## config.mk

```make
export PLATFORM = sky130hd
export DESIGN_NAME = sorted_set_table
export DESIGN_NICKNAME = d
export VERILOG_FILES = /design/src/rtl/core/sst_pkg.sv /design/src/rtl/core/sorted_set_table.sv /design/src/rtl/core/sst_cell.sv
export VERILOG_INCLUDE_DIRS = /design/src /design/src/rtl/core
export SDC_FILE = /design/constraint.sdc
export NUM_CORES = 2
export LEC_CHECK = 0
export ABC_AREA = 1
export BUFFER_PORTS_ARGS = -buffer_cell sky130_fd_sc_hd__clkbuf_2
export CAP_MARGIN = 25
export CORE_MARGIN = 4
export CORE_UTILIZATION = 62
export CTS_BUF_LIST = sky130_fd_sc_hd__clkbuf_8
export DETAILED_ROUTE_END_ITERATION = 16
export GPL_ROUTABILITY_DRIVEN = 0
export PLACE_DENSITY = 0.79
export SYNTH_ARGS = -nofsm -noshare
export SYNTH_HDL_FRONTEND = slang
export SYNTH_SLANG_ARGS = --single-unit
```

## constraint.sdc

```tcl
create_clock -name i_clk -period 6 [get_ports i_clk]
set_clock_uncertainty 0.2 [all_clocks]
set_input_delay 0.9 -clock i_clk [delete_from_list [all_inputs] [get_ports i_clk]]
set_output_delay 0.9 -clock i_clk [all_outputs]
set_load 0.05 [all_outputs]
```

## src/rtl/core/sorted_set_table_defines.svh

```systemverilog
// Assertion macros shared by the sorted set table RTL.
`ifndef SORTED_SET_TABLE_DEFINES_SVH
`define SORTED_SET_TABLE_DEFINES_SVH

// Condition implies consequence in the same cycle.
`define SST_ASSERT_NOW(label, ante, cons) \
    label: assert property (@(posedge i_clk) disable iff (!i_rst_n) (ante) |-> (cons)) \
        else $error("sorted_set_table: same-cycle check failed");

// Condition implies consequence in the following cycle.
`define SST_ASSERT_NEXT(label, ante, cons) \
    label: assert property (@(posedge i_clk) disable iff (!i_rst_n) (ante) |=> (cons)) \
        else $error("sorted_set_table: next-cycle check failed");

`endif

```

## src/rtl/core/sst_pkg.sv

```systemverilog
// Shared constants and types for the sorted set table.
package sst_pkg;

    localparam int DEPTH_DEF     = 16;
    localparam int KEY_WIDTH_DEF = 32;
    localparam int IN_KEY_W      = 32;
    localparam int MODE_W        = 2;
    localparam int POS_W         = 4;
    localparam int ENT_W         = 5;

    typedef enum logic [MODE_W-1:0] {
        MODE_INSERT = 2'd0,
        MODE_ERASE  = 2'd1,
        MODE_QUERY  = 2'd2
    } t_mode;

    // Update command broadcast to every cell.
    typedef struct packed {
        logic ins;
        logic ers;
    } t_cell_cmd;

    // Per-cell compare results.
    typedef struct packed {
        logic lt;    // holds a key below the request key
        logic eq;    // holds the request key
        logic slot;  // first cell at or above the request key
    } t_cell_stat;

endpackage

```

## src/rtl/core/sorted_set_table.sv

```systemverilog
// Sorted set table top level: a row of compare-and-shift cells plus result register.
//
// Usage: each input transfer (i_mode, i_key) is an insert, erase or query request.
// Every request produces exactly one result transfer (o_ok, o_table_full,
// o_position, o_entries) on the output channel.
// The result is registered and valid the cycle after the input transfer. All cells
// compare their key with the request in parallel and shift in the same edge,
// so the table sustains one request per cycle while the receiver takes results.
// The output register is the only buffer: o_ready is high while it is empty
// or being drained, so when the receiver stalls the block holds one result
// and stops taking requests until that result is transferred.
// Reset clears the entry count and the output valid; stored keys are not
// cleared since only cells below the count are ever compared.
// Keys are ordered as signed KEY_WIDTH-bit values; o_position is the sorted
// index of the key when inserted, removed or found, and o_entries the number
// of keys after the request.
`include "sorted_set_table_defines.svh"

module sorted_set_table #(
    parameter int DEPTH     = sst_pkg::DEPTH_DEF,
    parameter int KEY_WIDTH = sst_pkg::KEY_WIDTH_DEF
) (
    input  logic                          i_clk,
    input  logic                          i_rst_n,
    input  logic                          i_valid,
    output logic                          o_ready,
    input  logic [sst_pkg::MODE_W-1:0]    i_mode,
    input  logic signed [sst_pkg::IN_KEY_W-1:0] i_key,
    output logic                          o_valid,
    input  logic                          i_ready,
    output logic                          o_ok,
    output logic                          o_table_full,
    output logic [sst_pkg::POS_W-1:0]     o_position,
    output logic [sst_pkg::ENT_W-1:0]     o_entries
);

    localparam int IDX_W = $clog2(DEPTH);
    localparam int CNT_W = $clog2(DEPTH + 1);

    logic [KEY_WIDTH-1:0]     w_key;
    logic [KEY_WIDTH-1:0]     w_cell_key [DEPTH];
    sst_pkg::t_cell_stat      w_stat [DEPTH];
    sst_pkg::t_cell_cmd       w_cmd;
    logic [CNT_W-1:0]         r_count;
    logic [CNT_W-1:0]         n_count;
    logic [IDX_W-1:0]         w_slot_idx;
    logic                     w_present;
    logic                     w_full;
    logic                     w_in_acc;
    logic                     w_ok;
    logic                     w_tfull;
    logic                     w_use_pos;
    logic                     w_ins_do;
    logic                     w_ers_do;
    logic                     w_sorted;
    logic [IDX_W-1:0]         w_pos;
    logic [IDX_W+sst_pkg::POS_W-1:0] w_pos_ext;
    logic [CNT_W+sst_pkg::ENT_W-1:0] w_cnt_ext;
    logic                     r_out_valid;
    logic                     r_ok;
    logic                     r_full;
    logic [sst_pkg::POS_W-1:0] r_pos;
    logic [sst_pkg::ENT_W-1:0] r_ent;

    // Narrow keys keep the low bits; wide keys are zero-extended from the port.
    generate
        if (KEY_WIDTH <= sst_pkg::IN_KEY_W) begin : g_key_trunc
            assign w_key = i_key[KEY_WIDTH-1:0];
        end else begin : g_key_ext
            assign w_key = {{(KEY_WIDTH - sst_pkg::IN_KEY_W){1'b0}}, i_key};
        end
    endgenerate

    assign o_ready  = !r_out_valid || i_ready;
    assign w_in_acc = i_valid && o_ready;
    assign w_full   = (r_count == CNT_W'(DEPTH));

    assign w_cmd.ins = w_in_acc && w_ins_do;
    assign w_cmd.ers = w_in_acc && w_ers_do;

    generate
        for (genvar g = 0; g < DEPTH; g++) begin : g_cell
            logic                 w_left_lt;
            logic [KEY_WIDTH-1:0] w_left_key;
            logic [KEY_WIDTH-1:0] w_right_key;

            if (g == 0) begin : g_first
                assign w_left_lt  = 1'b1;
                assign w_left_key = w_key;
            end else begin : g_mid
                assign w_left_lt  = w_stat[g-1].lt;
                assign w_left_key = w_cell_key[g-1];
            end

            if (g == DEPTH - 1) begin : g_last
                assign w_right_key = w_cell_key[g];
            end else begin : g_inner
                assign w_right_key = w_cell_key[g+1];
            end

            sst_cell #(
                .KEY_WIDTH (KEY_WIDTH)
            ) u_cell (
                .i_clk       (i_clk),
                .i_cmd       (w_cmd),
                .i_key       (w_key),
                .i_used      (r_count > CNT_W'(g)),
                .i_left_lt   (w_left_lt),
                .i_left_key  (w_left_key),
                .i_right_key (w_right_key),
                .o_key       (w_cell_key[g]),
                .o_stat      (w_stat[g])
            );
        end
    endgenerate

    // At most one cell flags the slot and at most one matches, so OR-encoding is exact.
    always_comb begin
        w_slot_idx = '0;
        w_present  = 1'b0;
        for (int i = 0; i < DEPTH; i++) begin
            if (w_stat[i].slot) begin
                w_slot_idx = w_slot_idx | IDX_W'(i);
            end
            w_present = w_present | w_stat[i].eq;
        end
    end

    always_comb begin
        w_ok      = 1'b0;
        w_tfull   = 1'b0;
        w_use_pos = 1'b0;
        w_ins_do  = 1'b0;
        w_ers_do  = 1'b0;
        unique case (i_mode)
            sst_pkg::MODE_INSERT: begin
                priority if (w_present) begin
                    w_use_pos = 1'b1;
                end else if (w_full) begin
                    w_tfull = 1'b1;
                end else begin
                    w_ins_do  = 1'b1;
                    w_ok      = 1'b1;
                    w_use_pos = 1'b1;
                end
            end
            sst_pkg::MODE_ERASE: begin
                w_ers_do  = w_present;
                w_ok      = w_present;
                w_use_pos = w_present;
            end
            sst_pkg::MODE_QUERY: begin
                w_ok      = w_present;
                w_use_pos = w_present;
            end
            default: begin
                w_ok = 1'b0;
            end
        endcase
    end

    always_comb begin
        n_count = r_count;
        priority if (w_cmd.ins) begin
            n_count = r_count + CNT_W'(1);
        end else if (w_cmd.ers) begin
            n_count = r_count - CNT_W'(1);
        end
    end

    assign w_pos     = w_use_pos ? w_slot_idx : '0;
    assign w_pos_ext = {{sst_pkg::POS_W{1'b0}}, w_pos};
    assign w_cnt_ext = {{sst_pkg::ENT_W{1'b0}}, n_count};

    always_ff @(posedge i_clk) begin
        if (!i_rst_n) begin
            r_count     <= '0;
            r_out_valid <= 1'b0;
        end else begin
            r_count <= n_count;
            if (w_in_acc) begin
                r_out_valid <= 1'b1;
            end else if (i_ready) begin
                r_out_valid <= 1'b0;
            end
        end
    end

    always_ff @(posedge i_clk) begin
        if (w_in_acc) begin
            r_ok   <= w_ok;
            r_full <= w_tfull;
            r_pos  <= w_pos_ext[sst_pkg::POS_W-1:0];
            r_ent  <= w_cnt_ext[sst_pkg::ENT_W-1:0];
        end
    end

    assign o_valid      = r_out_valid;
    assign o_ok         = r_ok;
    assign o_table_full = r_full;
    assign o_position   = r_pos;
    assign o_entries    = r_ent;

    // Occupied cells must stay in strictly ascending signed order.
    always_comb begin
        w_sorted = 1'b1;
        for (int i = 1; i < DEPTH; i++) begin
            if ((r_count > CNT_W'(i)) &&
                !($signed(w_cell_key[i-1]) < $signed(w_cell_key[i]))) begin
                w_sorted = 1'b0;
            end
        end
    end

    `SST_ASSERT_NOW(a_count_bound, 1'b1, r_count <= CNT_W'(DEPTH))
    `SST_ASSERT_NOW(a_table_sorted, 1'b1, w_sorted)
    `SST_ASSERT_NEXT(a_insert_grows, w_cmd.ins, r_count == $past(r_count) + CNT_W'(1))
    `SST_ASSERT_NOW(a_full_reject, r_out_valid && r_full, r_count == CNT_W'(DEPTH) && !r_ok)

endmodule

```

## src/rtl/core/sst_cell.sv

```systemverilog
// One table cell: holds a key, compares it with the request and shifts with its neighbors.
module sst_cell #(
    parameter int KEY_WIDTH = sst_pkg::KEY_WIDTH_DEF
) (
    input  logic                   i_clk,
    input  sst_pkg::t_cell_cmd     i_cmd,
    input  logic [KEY_WIDTH-1:0]   i_key,
    input  logic                   i_used,
    input  logic                   i_left_lt,
    input  logic [KEY_WIDTH-1:0]   i_left_key,
    input  logic [KEY_WIDTH-1:0]   i_right_key,
    output logic [KEY_WIDTH-1:0]   o_key,
    output sst_pkg::t_cell_stat    o_stat
);

    logic [KEY_WIDTH-1:0] r_key;
    logic [KEY_WIDTH-1:0] n_key;
    logic                 w_lt;
    logic                 w_eq;
    logic                 w_slot;

    assign w_lt   = i_used && ($signed(r_key) < $signed(i_key));
    assign w_eq   = i_used && (r_key == i_key);
    assign w_slot = i_left_lt && !w_lt;

    // On insert, cells at or above the slot move up; on erase they pull from the right.
    always_comb begin
        n_key = r_key;
        priority if (i_cmd.ins && !w_lt) begin
            n_key = w_slot ? i_key : i_left_key;
        end else if (i_cmd.ers && !w_lt) begin
            n_key = i_right_key;
        end
    end

    always_ff @(posedge i_clk) begin
        r_key <= n_key;
    end

    assign o_key       = r_key;
    assign o_stat.lt   = w_lt;
    assign o_stat.eq   = w_eq;
    assign o_stat.slot = w_slot;

endmodule
```

### Word-level counts from Yosys, hierarchy flattened

Index checks and enable logic that the tools add are counted.

| word-level totals | value |
|---|---|
| flip-flop bits (word level) | 529 |
| bits in latches | 0 |
| bits in writable memories | 0 |
| ROM bits | 0 |
| input bits | 38 |
| output and inout port bits | 13 |
| logic and storage cells | 281 |
| memories | 0 |

| cells by class | value |
|---|---|
| add/sub/neg operators | 2 |
| $mul | 0 |
| divide/modulo/power cells | 0 |
| $lt $le $gt $ge | 32 |
| equality and inequality tests | 19 |
| shift operators | 0 |
| multiplexer cells | 72 |
| bitwise logic cells | 16 |
| reduce and logical (&&, ||, !) cells | 118 |

Operator list:

| kind | number |
|---|---|
| $mux 32 | 45 |
| $eq 32x32->1 | 16 |
| $lt 32x32->1 | 16 |
| $logic_and 1x1->1 | 81 |
| $gt 5x4->1 const B | 8 |
| $mux 4 | 8 |
| $reduce_bool 2->1 | 16 |
| $gt 5x3->1 const B | 4 |
| $logic_not 1->1 | 17 |
| $or 1x1->1 | 15 |
| $mux 3 | 4 |
| $gt 5x1->1 const B | 2 |
| $gt 5x2->1 const B | 2 |
| $mux 5 | 2 |
| $mux 1 | 9 |
| $add 5x1->5 const B | 1 |
| $eq 5x5->1 const B | 1 |
| $sub 5x1->5 const B | 1 |
| $mux 2 | 2 |
| $pmux 1 s2 | 2 |
| $reduce_or 2->1 | 2 |
| $eq 2x1->1 const B | 1 |
| $eq 2x2->1 const B | 1 |
| $logic_not 2->1 | 1 |
| 2 further kinds | 2 |

### Longest topological paths before layout

| depth | value |
|---|---|
| word-level depth | 22 |
| depth in mapped cells | 23 |
| gate-level depth less buffers | 21 |

### By module

Synthesis repeated with hierarchy kept, for this count alone.

| unflattened totals | value |
|---|---|
| cells, all modules | 6,903 |
| area, all modules | 47,924.7 µm² |

Modules (own cells, without submodules):

| module | instances | cells each | area each (µm²) | sequential area each (µm²) |
|---|---|---|---|---|
| sst_cell | 16 | 421 | 2,912.8 | 960.9 |
| sorted_set_table | 1 | 167 | 1,320.0 | 450.4 |

### Worst setup path before layout

No wires, ideal clock.

| timing path | value |
|---|---|
| kind | input to register |
| from | in i_key[31] in the netlist's numbering |
| to | reg g_cell[0].u_cell.r_key[0], enable pin |
| setup time | 421 ps |
| data arrival time | 4,855 ps |
| required time | 5,379 ps |
| setup slack | 524 ps |
| cell stages on the path | 17 |
| buffers on the path | 3 |
| cell sequence | inv_1 -> clkbuf_1 -> ha_1 -> nand2_1 -> nor2_1 -> and2_1 -> nand3_1 -> o21ai_0 -> nor2_1 -> nand3_1 -> nor2_2 -> nand3_4 -> buf_8 -> nand2_1 -> inv_1 -> buf_4 -> nor2_1 |

| on the way | value |
|---|---|
| longest elaborated chain between the ends | 22 |
| elaborated cells on any way between the ends | 58 |

Ends and longest elaborated chain:

| element | line | text |
|---|---|---|
| from (decl) | sorted_set_table.sv:28 | `input logic signed [sst_pkg::IN_KEY_W-1:0] i_key,` |
| $eq 32x32->1 | sst_cell.sv:23 | `assign w_eq = i_used && (r_key == i_key);` |
| $logic_and 1x1->1 | sst_cell.sv:23 |  |
| $or 1x1->1 (15 in series) | sorted_set_table.sv:125 | `w_present = w_present \| w_stat[i].eq;` |
| $mux 1 | sorted_set_table.sv:137 | `priority if (w_present) begin` |
| $mux 1 | sorted_set_table.sv:135 | `unique case (i_mode)` |
| $logic_and 1x1->1 | sorted_set_table.sv:78 | `assign w_cmd.ins = w_in_acc && w_ins_do;` |
| $logic_and 1x1->1 | sst_cell.sv:29 | `priority if (i_cmd.ins && !w_lt) begin` |
| $reduce_bool 2->1 (no source line) (*) | n/a |  |
| to (signal assigned) | sst_cell.sv:37 | `r_key <= n_key;` |
| to (decl) | sst_cell.sv:16 | `logic [KEY_WIDTH-1:0] r_key;` |

Mark *: on every way between the ends. The rest lies on a longest branch, timed or not.
A chain may end at the register's enable or synchronous reset.

### Worst setup path after layout

| timing path | value |
|---|---|
| from | in i_key[29] in the netlist's numbering |
| to | reg g_cell[8].u_cell.r_key[3] (data pin) |

| on the way | value |
|---|---|
| longest elaborated chain between the ends | 22 |
| elaborated cells on any way between the ends | 59 |

Ends and longest elaborated chain:

| element | line | text |
|---|---|---|
| $eq 32x32->1 | sst_cell.sv:23 |  |
| $logic_and 1x1->1 | sst_cell.sv:23 |  |
| $or 1x1->1 (15 in series) | sorted_set_table.sv:125 |  |
| $mux 1 | sorted_set_table.sv:137 |  |
| $mux 1 | sorted_set_table.sv:135 |  |
| $logic_and 1x1->1 | sorted_set_table.sv:78 |  |
| $logic_and 1x1->1 | sst_cell.sv:29 |  |
| $mux 32 (*) | sst_cell.sv:29 |  |
| named net g_cell[8].u_cell.n_key[3] | sst_cell.sv:17 | `logic [KEY_WIDTH-1:0] n_key;` |
| to (signal assigned) | sst_cell.sv:37 |  |
| to (decl) | sst_cell.sv:16 |  |

Mark *: on every way through the listed nets, which the timed path passes. The rest lies on a longest branch.

==> impl_metrics.json <==
{
  "setup_violations": 0,
  "gr-total-overflow": 0,
  "cts_tree": "built",
  "dp_slack_ps": 770,
  "hold_start": "i_key[5]",
  "min_to": "g_cell[0].u_cell.o_key[5]$_DFFE_PP_",
  "finalCritPeriodShare": 0.771,
  "synth_cells": 5330,
  "wl_mm": 103,
  "synth_warnings": 0,
  "power.total_mw": 8.62,
  "fin_ws_ps": 1370,
  "synth.area.mux_share": 0,
  "final_nets": 5904,
  "die_h_um": 263,
  "cap_violations": 0,
  "die_w_um": 263,
  "synthSimpleGateAreaFrac": 0.283,
  "wl_met2_mm": 48.7,
  "antenna_found_initial": 1,
  "dp.cells": 6099,
  "outcome": "finished clean",
  "synth_most_common_cell": "nand2_1",
  "grt_pass1_wl_mm": 169,
  "dp_hpwl_mm": 77.7,
  "synth.distinct_cells": 33,
  "peakVddDrop_uv": 128,
  "syn-num-nets": 5889,
  "rsz0062_at_grt": "no",
  "holdCritPathClass": "input port to register",
  "first_pass_iters": 7,
  "pwr_density_cell_mw_per_mm2": 200,
  "cts_sinks": 529,
  "synth_edf_count": 523,
  "portBuffers": 50,
  "timing.rr.end": "g_cell[1].u_cell.o_key[25]$_DFFE_PP_",
  "synth_top_area_cell": "edfxtp_1",
  "crit_path_start_kind": "input port",
  "cp_max_fo": 39,
  "holdPathStages": 3,
  "synth_top_area_share": 0.390,
  "synth_compound_area_frac": 0.113,
  "htreeDepth": 3,
  "path_class": "input port to register",
  "remaining_drc_errors": 0,
  "wl_met1_mm": 44.3,
  "cts_hold_buf": 0,
  "r2r_start": "r_count[1]$_SDFF_PN0_",
  "grt_util_all_layers": 0.292,
  "core_area_mm2": 0.0643,
  "post_cts_buffers": 0,
  "dieArea_mm2": 0.0690,
  "dr_wl_met3_mm": 6.15,
  "rows": 93,
  "synth-async-reset-ratio": 0,
  "grt_max_degree": 67,
  "vias": 35000,
  "max_stage_delay_ps": 690,
  "top_layer": "met4",
  "clk_latency_ps": 700,
  "reg2regPathDepth": 18,
  "postSynthAreaPerCell_um2": 7.55,
  "finalSetupTns_ps": 0,
  "syn_to_final_growth_pct": 7.40,
  "hold_violations": 0,
  "drv_slew": 0,
  "cpMaxStageDelayCell": "nand2_1",
  "fin_cells": 6266,
  "tightest_slew_ps": 1050,
  "avgViaCountPerCell": 5.59,
  "relSlewSlack": 0.297,
  "clkTransAtPathRegs_ps": 60,
  "cpMostUsedCell": "nand2_1",
  "cp-end-kind": "register",
  "numCtsBuffers": 95,
  "grt_pass1_vias": 33800,
  "ys.flop_type": "edfxtp_1",
  "rrSetupSlack_ps": 1620,
  "crit_chain": "clkbuf_2 > inv_1 > buf_4 > ha_1 > a21oi_1 > o21a_1 > nand2_1 > a21oi_1 > nand2_1 > nand2_1 > inv_1 > nor2_1 > nand2_1 > buf_4 > nand2_1 > o21ai_0 > nand2_1 > nand2_1",
  "antenna_left": 0,
  "wire_per_inst_um": 16.5,
  "drt_iter0_drc": 2904,
  "start_util": 0.625,
  "synthAdderAreaFrac": 0.162,
  "n_antenna_cell": 0,
  "synth-seq-cells": 529,
  "cts-resized-gates": 0,
  "synth_area_mm2": 0.0402,
  "leakage_nw": 21.1,
  "worstPathArrival_ps": 4880,
  "synth_top_family_by_area": "simple AND/OR/NAND/NOR gates",
  "synth.yosys.seq_area_share": 0.393,
  "max_freq_mhz": 216,
  "final.min_clock_period_ps": 4630,
  "synth_xor_area_frac": 0.000218,
  "synthTopCellsByCount": "nand2_1 (2477), o21ai_0 (550), edfxtp_1 (523)",
  "netlist_top_cells_area": "edfxtp_1 (39%), nand2_1 (23%), ha_1 (16%), o21ai_0 (6.8%), a21oi_1 (3.2%)",
  "drive_above_1_share": 0.0591,
  "clockRootBuffer": "clkbuf_8",
  "cts_buffer_depth": 3,
  "worstPathRequired_ps": 6250,
  "ios": 51
}
flip-flops by register name (all words and copies together), names as in the netlist:
name	cells
o_ok	1
o_entries	5
o_valid	1
r_count	5
o_table_full	1
o_position	4
g_cell.u_cell.o_key	512
metrics by stage:
step                area, um2   util  hold WS [ps]
global placement        41300  0.642           297
finish                  43200  0.672           304
detailed placement      41500  0.645           314
floorplan               40200      -           320
global route            43200  0.672           279
CTS                     43100  0.670           246
kinds of logic (layout without fill, tap and decap cells):
family | count (synthesis) | after routing
AOI/OAI and AO/OA | 886 | 886
xor gates and xnor gates | 1 | 1
adders and majority gates | 521 | 521
buffers and inverters | 479 | 560
DFF | 529 | 529
and+or+nand+nor | 2914 | 2914
area by class of cell:
cell class / instances / area (um2)
inverter: 248 / 931
clock inverter: 62 / 250
tap: 855 / 1070
fill: 5423 / 21100
multi-input combinational: 4322 / 22600
clock buffer: 101 / 1390
sequential: 529 / 15800
timing repair buffer: 149 / 1170
where the power goes:
group          internal (mW)  switching (mW)
Combinational          0.429           0.824
Sequential              4.20          0.0794
Clock                   1.53            1.56
worst max-delay path by stage:
stage,cells after the start,endpoint,startpoint
global route,18,g_cell[2].u_cell.o_key[5]$_DFFE_PP_,i_key[31]
detailed placement,18,g_cell[8].u_cell.o_key[3]$_DFFE_PP_,i_key[29]
floorplan,17,g_cell[0].u_cell.o_key[0]$_DFFE_PP_,i_key[31]
global placement,18,g_cell[8].u_cell.o_key[1]$_DFFE_PP_,i_key[29]
CTS,18,g_cell[8].u_cell.o_key[3]$_DFFE_PP_,i_key[29]
finish,18,g_cell[8].u_cell.o_key[3]$_DFFE_PP_,i_key[29]
per-layer routing:
layer,vias up,global-route usage
li1,17800,-
met1,15800,0.374
met2,1241,0.500
met3,226,0.0379
met4,0,0.121
met5,-,0
worst max-delay path: cells and delay by family:
kind	cells	cell delay, ps
buf+inv	5	1470
fa+ha+maj	1	240
simple gates	8	1710
compound gates	4	520
cell usage in the layout (no fill, tap or decap), drive strengths merged, types with 24 or more instances in the layout:
| cell type | netlist | layout |
|---|---|---|
| a21oi | 261 | 261 |
| buf | 70 | 99 |
| clkbuf | 161 | 151 |
| edfxtp | 523 | 523 |
| ha | 521 | 521 |
| inv | 248 | 290 |
| nand2 | 2477 | 2477 |
| nand3 | 113 | 113 |
| nand4 | 24 | 24 |
| nor2 | 270 | 270 |
| o21a | 34 | 34 |
| o21ai | 573 | 573 |
Note: power is estimated with default switching activity, not from simulation.
